`src/design/array_min_priority_queue_core_assert.svh`:
```
// Assertion macros for the array minimum priority queue core.
// Each macro expects clk and rst_n to be visible where it is used.
`ifndef ARRAY_MIN_PRIORITY_QUEUE_CORE_ASSERT_SVH
`define ARRAY_MIN_PRIORITY_QUEUE_CORE_ASSERT_SVH

// A condition that must hold at every clock edge out of reset.
`define AMPQ_ASSERT_ALWAYS(lbl, cond, msg) \
    lbl: assert property (@(posedge clk) disable iff (!rst_n) (cond)) else $error(msg);

// A condition that must hold in the cycle after a trigger.
`define AMPQ_ASSERT_NEXT(lbl, trig, cond, msg) \
    lbl: assert property (@(posedge clk) disable iff (!rst_n) (trig) |=> (cond)) \
        else $error(msg);

`endif

```
`src/design/ampq_pkg.sv`:
```
// Shared types and constants for the array minimum priority queue core.
// Used by the channel interfaces and the core; depends on nothing.
package ampq_pkg;

    localparam int VALUE_W  = 32;
    localparam int CFG_W    = 5;
    localparam int STATUS_W = 2;
    localparam int FILL_W   = 5;

    localparam logic [CFG_W-1:0] CAP_RESET = 5'd16;

    localparam logic ACT_INSERT = 1'b0;
    localparam logic ACT_REMOVE = 1'b1;

    typedef logic signed [VALUE_W-1:0] value_t;

    typedef enum logic [STATUS_W-1:0] {
        ST_OK    = 2'd0,
        ST_FULL  = 2'd1,
        ST_EMPTY = 2'd2
    } status_t;

endpackage

```
`src/design/ampq_req_if.sv`:
```
// Request channel of the priority queue: valid/ready with action and value.
// Depends on ampq_pkg for the value type.
interface ampq_req_if
    import ampq_pkg::*;
();
    logic   valid;
    logic   ready;
    logic   action;
    value_t value;

    modport source (output valid, output action, output value, input ready);
    modport sink   (input valid, input action, input value, output ready);
endinterface

```
`src/design/ampq_rsp_if.sv`:
```
// Response channel of the priority queue: valid/ready with result, status, fill.
// Depends on ampq_pkg for field types and widths.
interface ampq_rsp_if
    import ampq_pkg::*;
();
    logic                valid;
    logic                ready;
    value_t              out_value;
    logic [STATUS_W-1:0] status;
    logic [FILL_W-1:0]   fill_count;

    modport source (output valid, output out_value, output status, output fill_count,
                    input ready);
    modport sink   (input valid, input out_value, input status, input fill_count,
                    output ready);
endinterface

```
`src/design/array_min_priority_queue_core.sv`:
```
// Minimum priority queue held as an unsorted array in a single-port-write RAM.
// Depends on ampq_pkg, ampq_req_if, ampq_rsp_if and the assertion macro header.
//
// Usage:
// The req channel carries one item per request: action 0 inserts value at the
// rear, action 1 removes the smallest held value (earliest on ties). Every item
// yields exactly one item on the rsp channel with the removed value (zero on an
// insert or an empty remove), a status code and the fill count after the step.
// The user writes the capacity register through cfg_we/cfg_wdata only while the
// queue is idle; the core does not enforce this. Zero acts as one and values
// above DEPTH act as DEPTH. An insert, a full insert and an empty remove finish
// directly in S_IDLE. A remove on n held entries at position p scans all n
// entries in S_SCAN through the registered RAM read, then moves the n - p - 1
// entries behind p down one place in S_SHIFT and hands over its result. The
// core takes one item at a time.
// The result waits in an output register; the next item is taken in the cycle
// the waiting result leaves, so a stalled receiver stalls the request side.
// Reset empties the queue and sets the capacity to 16; the RAM is not cleared.
module array_min_priority_queue_core
    import ampq_pkg::*;
#(
    parameter int DEPTH = 16
) (
    input  logic             clk,
    input  logic             rst_n,
    input  logic             cfg_we,
    input  logic [CFG_W-1:0] cfg_wdata,
    ampq_req_if.sink         req,
    ampq_rsp_if.source       rsp
);

    `include "array_min_priority_queue_core_assert.svh"

    localparam int AW = (DEPTH > 1) ? $clog2(DEPTH) : 1;
    localparam int CW = $clog2(DEPTH + 1);
    localparam int WW = (CW > CFG_W) ? CW : CFG_W;

    typedef enum logic [1:0] {
        S_IDLE,
        S_SCAN,
        S_SHIFT
    } state_t;

    state_t              state_reg, state_next;
    logic [CW-1:0]       count_reg, count_next;
    logic [CFG_W-1:0]    cap_reg, cap_next;
    logic [CW-1:0]       idx_reg, idx_next;
    logic [AW-1:0]       lag_idx_reg, lag_idx_next;
    logic                lag_valid_reg, lag_valid_next;
    value_t              min_reg, min_next;
    logic [AW-1:0]       pos_reg, pos_next;
    logic                out_valid_reg, out_valid_next;
    value_t              out_value_reg, out_value_next;
    status_t             out_status_reg, out_status_next;
    logic [FILL_W-1:0]   out_fill_reg, out_fill_next;

    logic [VALUE_W-1:0]  mem [DEPTH];
    value_t              rd_data_reg;
    logic [AW-1:0]       rd_addr;
    logic                mem_we;
    logic [AW-1:0]       mem_waddr;
    value_t              mem_wdata;

    logic                accept;
    logic                full;
    logic                take;
    logic [CFG_W-1:0]    cap_eff;
    logic [CW-1:0]       count_dec;

    assign req.ready = (state_reg == S_IDLE) && (!out_valid_reg || rsp.ready);
    assign accept    = req.valid && req.ready;

    assign rsp.valid      = out_valid_reg;
    assign rsp.out_value  = out_value_reg;
    assign rsp.status     = out_status_reg;
    assign rsp.fill_count = out_fill_reg;

    assign cap_eff   = (cap_reg == '0) ? CFG_W'(1) : cap_reg;
    assign full      = (count_reg >= CW'(DEPTH)) || (WW'(count_reg) >= WW'(cap_eff));
    assign count_dec = count_reg - CW'(1);
    assign rd_addr   = idx_reg[AW-1:0];
    assign take      = lag_valid_reg
                       && ((lag_idx_reg == '0) || (rd_data_reg < min_reg));

    always_comb
    begin
        state_next      = state_reg;
        count_next      = count_reg;
        cap_next        = cap_reg;
        idx_next        = idx_reg;
        lag_idx_next    = lag_idx_reg;
        lag_valid_next  = lag_valid_reg;
        min_next        = min_reg;
        pos_next        = pos_reg;
        out_valid_next  = out_valid_reg;
        out_value_next  = out_value_reg;
        out_status_next = out_status_reg;
        out_fill_next   = out_fill_reg;
        mem_we          = 1'b0;
        mem_waddr       = count_reg[AW-1:0];
        mem_wdata       = req.value;

        if (out_valid_reg && rsp.ready)
        begin
            out_valid_next = 1'b0;
        end
        if (cfg_we)
        begin
            cap_next = cfg_wdata;
        end

        unique case (state_reg)
            S_IDLE:
            begin
                if (accept)
                begin
                    out_value_next = '0;
                    if (req.action == ACT_INSERT)
                    begin
                        out_valid_next = 1'b1;
                        if (full)
                        begin
                            out_status_next = ST_FULL;
                            out_fill_next   = FILL_W'(count_reg);
                        end
                        else
                        begin
                            mem_we          = 1'b1;
                            count_next      = count_reg + CW'(1);
                            out_status_next = ST_OK;
                            out_fill_next   = FILL_W'(count_reg + CW'(1));
                        end
                    end
                    else if (count_reg == '0)
                    begin
                        out_valid_next  = 1'b1;
                        out_status_next = ST_EMPTY;
                        out_fill_next   = FILL_W'(count_reg);
                    end
                    else
                    begin
                        state_next     = S_SCAN;
                        idx_next       = '0;
                        lag_valid_next = 1'b0;
                    end
                end
            end
            S_SCAN:
            begin
                if (take)
                begin
                    min_next = rd_data_reg;
                    pos_next = lag_idx_reg;
                end
                if (idx_reg < count_reg)
                begin
                    idx_next       = idx_reg + CW'(1);
                    lag_valid_next = 1'b1;
                    lag_idx_next   = idx_reg[AW-1:0];
                end
                else
                begin
                    state_next     = S_SHIFT;
                    idx_next       = CW'(pos_next) + CW'(1);
                    lag_valid_next = 1'b0;
                end
            end
            S_SHIFT:
            begin
                mem_we    = lag_valid_reg;
                mem_waddr = lag_idx_reg - AW'(1);
                mem_wdata = rd_data_reg;
                if (idx_reg < count_reg)
                begin
                    idx_next       = idx_reg + CW'(1);
                    lag_valid_next = 1'b1;
                    lag_idx_next   = idx_reg[AW-1:0];
                end
                else
                begin
                    state_next      = S_IDLE;
                    lag_valid_next  = 1'b0;
                    count_next      = count_dec;
                    out_valid_next  = 1'b1;
                    out_value_next  = min_reg;
                    out_status_next = ST_OK;
                    out_fill_next   = FILL_W'(count_dec);
                end
            end
            default:
            begin
                state_next = S_IDLE;
            end
        endcase
    end

    always_ff @(posedge clk or negedge rst_n)
    begin
        if (!rst_n)
        begin
            state_reg      <= S_IDLE;
            count_reg      <= '0;
            cap_reg        <= CAP_RESET;
            idx_reg        <= '0;
            lag_idx_reg    <= '0;
            lag_valid_reg  <= 1'b0;
            min_reg        <= '0;
            pos_reg        <= '0;
            out_valid_reg  <= 1'b0;
            out_value_reg  <= '0;
            out_status_reg <= ST_OK;
            out_fill_reg   <= '0;
        end
        else
        begin
            state_reg      <= state_next;
            count_reg      <= count_next;
            cap_reg        <= cap_next;
            idx_reg        <= idx_next;
            lag_idx_reg    <= lag_idx_next;
            lag_valid_reg  <= lag_valid_next;
            min_reg        <= min_next;
            pos_reg        <= pos_next;
            out_valid_reg  <= out_valid_next;
            out_value_reg  <= out_value_next;
            out_status_reg <= out_status_next;
            out_fill_reg   <= out_fill_next;
        end
    end

    always_ff @(posedge clk)
    begin
        if (mem_we)
        begin
            mem[mem_waddr] <= mem_wdata;
        end
        rd_data_reg <= mem[rd_addr];
    end

    `AMPQ_ASSERT_ALWAYS(a_count_bound, count_reg <= CW'(DEPTH), "count exceeds depth")
    `AMPQ_ASSERT_NEXT(a_remove_starts_scan,
        accept && (req.action == ACT_REMOVE) && (count_reg != '0),
        state_reg == S_SCAN, "remove on a nonempty queue did not start a scan")
    `AMPQ_ASSERT_NEXT(a_shift_ends_ok,
        (state_reg == S_SHIFT) && (idx_reg >= count_reg),
        out_valid_reg && (out_status_reg == ST_OK), "finished remove gave no result")

endmodule

```
`src/flat_wrapper.sv`:
```
// flat-port wrapper written by rule: the top's interface ports become plain ports
module array_min_priority_queue_core_flat import ampq_pkg::*;
#(
    parameter int DEPTH = 16
)
  (clk, rst_n, cfg_we, cfg_wdata, req_valid, req_action, req_value, req_ready, rsp_valid, rsp_out_value, rsp_status, rsp_fill_count, rsp_ready);
  ampq_req_if req_i ();
  ampq_rsp_if rsp_i ();
  input  logic clk;
  input  logic rst_n;
  input  logic cfg_we;
  input  logic [CFG_W-1:0] cfg_wdata;
  input wire logic [$bits(req_i.valid)-1:0] req_valid;
  input wire logic [$bits(req_i.action)-1:0] req_action;
  input wire logic [$bits(req_i.value)-1:0] req_value;
  output wire logic [$bits(req_i.ready)-1:0] req_ready;
  output wire logic [$bits(rsp_i.valid)-1:0] rsp_valid;
  output wire logic [$bits(rsp_i.out_value)-1:0] rsp_out_value;
  output wire logic [$bits(rsp_i.status)-1:0] rsp_status;
  output wire logic [$bits(rsp_i.fill_count)-1:0] rsp_fill_count;
  input wire logic [$bits(rsp_i.ready)-1:0] rsp_ready;
  assign req_i.valid = req_valid;
  assign req_i.action = req_action;
  assign req_i.value = req_value;
  assign req_ready = req_i.ready;
  assign rsp_valid = rsp_i.valid;
  assign rsp_out_value = rsp_i.out_value;
  assign rsp_status = rsp_i.status;
  assign rsp_fill_count = rsp_i.fill_count;
  assign rsp_i.ready = rsp_ready;
  array_min_priority_queue_core #(.DEPTH(DEPTH)) u_core (.clk(clk), .rst_n(rst_n), .cfg_we(cfg_we), .cfg_wdata(cfg_wdata), .req(req_i), .rsp(rsp_i));
endmodule
```
`config.mk`:
```
export PLATFORM = sky130hd
export DESIGN_NAME = array_min_priority_queue_core_flat
export DESIGN_NICKNAME = d
export VERILOG_FILES = /design/src/design/ampq_pkg.sv /design/src/design/ampq_req_if.sv /design/src/design/ampq_rsp_if.sv /design/src/design/array_min_priority_queue_core.sv /design/src/flat_wrapper.sv
export VERILOG_INCLUDE_DIRS = /design/src /design/src/design
export SDC_FILE = /design/constraint.sdc
export NUM_CORES = 1
export LEC_CHECK = 0
export BUFFER_PORTS_ARGS = -buffer_cell sky130_fd_sc_hd__buf_2
export CAP_MARGIN = 0
export CORE_MARGIN = 1
export CORE_UTILIZATION = 62
export DETAILED_ROUTE_END_ITERATION = 10
export PLACE_DENSITY = 0.89
export SLEW_MARGIN = 40
export SYNTH_ARGS = -nofsm -noshare
export SYNTH_HDL_FRONTEND = slang
export SYNTH_SLANG_ARGS = --single-unit
```
`constraint.sdc`:
```
create_clock -name clk -period 5.7 [get_ports clk]
set_clock_uncertainty 0.05 [all_clocks]
set_input_delay 0.57 -clock clk [delete_from_list [all_inputs] [get_ports clk]]
set_output_delay 0.57 -clock clk [all_outputs]
set_load 0.01 [all_outputs]
```
==> metrics.md <==
| Metric | Value |
|---|---|
| Status | finished, violations left |
| Failing checks | design-rule violations |
| Fmax | 228.8 MHz |
| Relative slew slack | 44.32% |
| Startpoint Class | flip-flop |
| Worst slew pin tran | 0.8353 ns |
| Biggest register | u_core.mem |
| Final TNS setup | 0 ns |
| Max Buffers Root-to-Sink | 3 |
| Row count | 74 |
| Critical Path Fanout Max | 32 |
| Prevailing post-synth register cell | edfxtp_1 |
| Ranking of synthesized cells by area | edfxtp_1 59%, mux4_2 14%, dfrtp_1 9.4%, dfxtp_1 2.5%, ha_1 2.4% |
| 1st-iter DRT viols | 1945 |
| H-tree levels | 2 |
| Number of flops mapped to enable cells by yosys | 512 |
| Gr usage total | 30.21% |
| Min-delay worst type | in -> reg |
| XOR/XNOR Fraction of Synth Area | 0.2362% |
| DRC errors left | 11 |
| Final min period | 4.370 ns |
| RSZ-0062 raised after global routing | false |
| I/O pins | 84 |
| Max Transition Viols Final | 0 |
| CTS clk-pin slew, worst paths | 0.06 ns |
| FF+latch count, synth | 642 |
| Wirelength per Cell | 30.25 um |
| Die Area | 42680 um^2 |
| Post-Syn Area | 25950 um^2 |
| First-pass GRT wire length | 91.65 mm |
| Grt total ovfl | 0 |
| Post-Synth Adder-Cell Area | 2.411% |
| Post-synthesis sequential area ratio | 71.16% |
| Placement Cell Area | 27220 um^2 |
| Area share of the largest cell type after synthesis | 59.24% |
| Initial core utilization | 63.27% |
| Chip width | 206.6 um |
| Largest net degree at the start of global routing | 79 |
| Yosys top cell by area | edfxtp_1 |
| Max reg flops | 512 |
| Asr flop ratio synth | 15.26% |
| Max VDD drop | 0.0002570 V |
| Top cells by count, synth | 512 x edfxtp_1, 160 x mux4_2, 97 x dfrtp_1 |
| Dpl hpwl | 37.02 mm |
| Core area | 41020 um^2 |
| Most frequent cell after synthesis | edfxtp_1 |
| Vias in the first global route | 13831 |
| Drt first pass iters | 10 |
| Cells after Synth | 1342 |
| Power per standard cell area | 447.0 nW/um^2 |
| Layout area overhead | 12.74% |
| # setup viols final | 0 |
| Mux cell area share after synthesis | 17.65% |
| Syn_area_per_cell | 19.34 um^2 |
| Netlist cell types | 67 |
| Main combinational cell family by area after synthesis | multiplexers |
| Syn. warnings | 0 |
| Routed WL | 61.53 mm |
| DIE HEIGHT | 206.6 um |
| Nets | 1544 |
| RD Place Congestion | 0.8641 |
| Final hold violations | 0 |
| CTS root buffer | clkbuf_16 |
| CTS tree | built |
| Routed vias | 13893 |
| Core Util, Final | 71.33% |
| Share of cells above drive strength 1 | 31.82% |
| Final period utilization | 76.67% |
| WS Path Type | reg -> reg |
| Post-synthesis net count | 1435 |
| Number of antenna violations at the first check in global routing | 2 |
| Via density | 6.830 |
| Max-cap violations | 0 |
| Post-synthesis compound-gate area fraction | 4.064% |
| Number of diodes | 0 |
| Worst Path Required | 5.91 ns |
| Worst skew pair latency | 0.63 ns |
| Fin area | 29260 um^2 |
| Crit path DAT | 4.58 ns |
| PortBufs | 83 |
| Synth Area in Simple Gates | 2.623% |
| Num CTS Buffers | 59 |
| Clock Sinks | 642 |
| Worst Setup End Kind | flip-flop |
| ANT nets after route | 0 |
| LEAKAGE | 10.16 nW |
power breakdown:
| group | switching, mW | leakage (nW) | internal (mW) |
|---|---|---|---|
| clock | 1.75 | 0.989 | 2.34 |
| combinational | 1.63 | 3.05 | 1.59 |
| sequential | 0.402 | 6.12 | 5.36 |
| total | 3.78 | 10.2 | 9.30 |
final cells by class:
cell class                      count  area [um^2]
Timing Repair Buffer              114        753.2
Clock inverter                     37        384.1
Clock buffer                       75         1629
Sequential cell                   642        18480
Fill cell                        2220        11760
Tap cell                          532        665.6
Multi-Input combinational cell    579         7138
Inverter                           55        206.4
repair_timing:
item / CTS / global route
gates resized for setup: 0 / 0
setup buffers: 0 / 0
hold endpoints to repair: 20 / 0
hold buffers: 1 / 0
endpoints found under the setup margin: 0 / 0
per-stage QoR:
stage	hold slack [ns]	setup slack (ns)	total power [mW]	instances
floorplan	0.2244	1.196	8.057	1342
finish	0.1257	1.330	13.08	2034
detailed placement	0.4193	1.257	8.964	1921
CTS	0.1082	1.039	13.08	2034
global placement	0.3959	1.526	8.765	1916
global route	0.1273	1.192	13.55	2034
layer usage:
| layer | global-route usage, % | part of all wire, % | wire length, um |
|---|---|---|---|
| met3 | 5.196 | 11 | 6671 |
| met5 | 0 | 0 | 0 |
| met4 | 9.401 | 2.7 | 1654 |
| met1 | 45.39 | 39 | 24270 |
| met2 | 46.06 | 47 | 28930 |
cell families (layout without fill, tap and decap cells):
group           after synthesis  count (layout)
flops                       642             642
mux                         237             237
compound gates              148             148
simple gates                137             137
buf+inv                     121             281
fa+ha+maj                    50              50
xor+xnor                      7               7
worst max-delay path: stages (launching register included):
cell	delay, ns
dfrtp_1	0.38
o41ai_1	0.44
ha_1	0.30
nand2b_1	0.14
a21o_1	0.18
a21o_1	0.17
a21o_1	0.28
a2111oi_2	0.81
o21ai_0	0.38
buf_4	0.29
nor2_4	0.11
buf_4	0.44
worst paths after layout:
check	start	slack (ns)	to	cells past startpoint
worst min-delay path	cfg_wdata[1]	0.13	u_core.cap_reg[1]$_DFFE_PN0P_	3
min in group asynchronous	rst_n	0.31	u_core.min_reg[1]$_DFFE_PN0P_	2
worst max register to register	u_core.cap_reg[1]$_DFFE_PN0P_	1.33	u_core.mem[4][4]$_DFFE_PP_	11
worst min register to register	u_core.rsp.status[1]$_DFFE_PN0P_	0.43	u_core.rsp.status[1]$_DFFE_PN0P_	2
max in group asynchronous	rst_n	4.24	u_core.idx_reg[0]$_DFFE_PN0P_	3
worst max-delay path	u_core.cap_reg[1]$_DFFE_PN0P_	1.33	u_core.mem[4][4]$_DFFE_PP_	11
cell usage in the layout (no fill, tap or decap), types with 16 or more instances in the layout:
master     netlist  routed
edfxtp_1       512     512
mux4_2         160     160
dfrtp_1         97      93
buf_2            4      82
clkbuf_16        0      61
inv_1           55      55
ha_1            50      49
nand2_1         46      46
mux2_2          44      44
a22o_1          33      33
dfxtp_1         32      32
mux2_4          30      30
a21oi_1         28      27
o21ai_0         25      25
buf_4            0      22
nor2_4           0      16
clkinv_2         0      16
No activity file was read; power rests on OpenSTA's default activity.
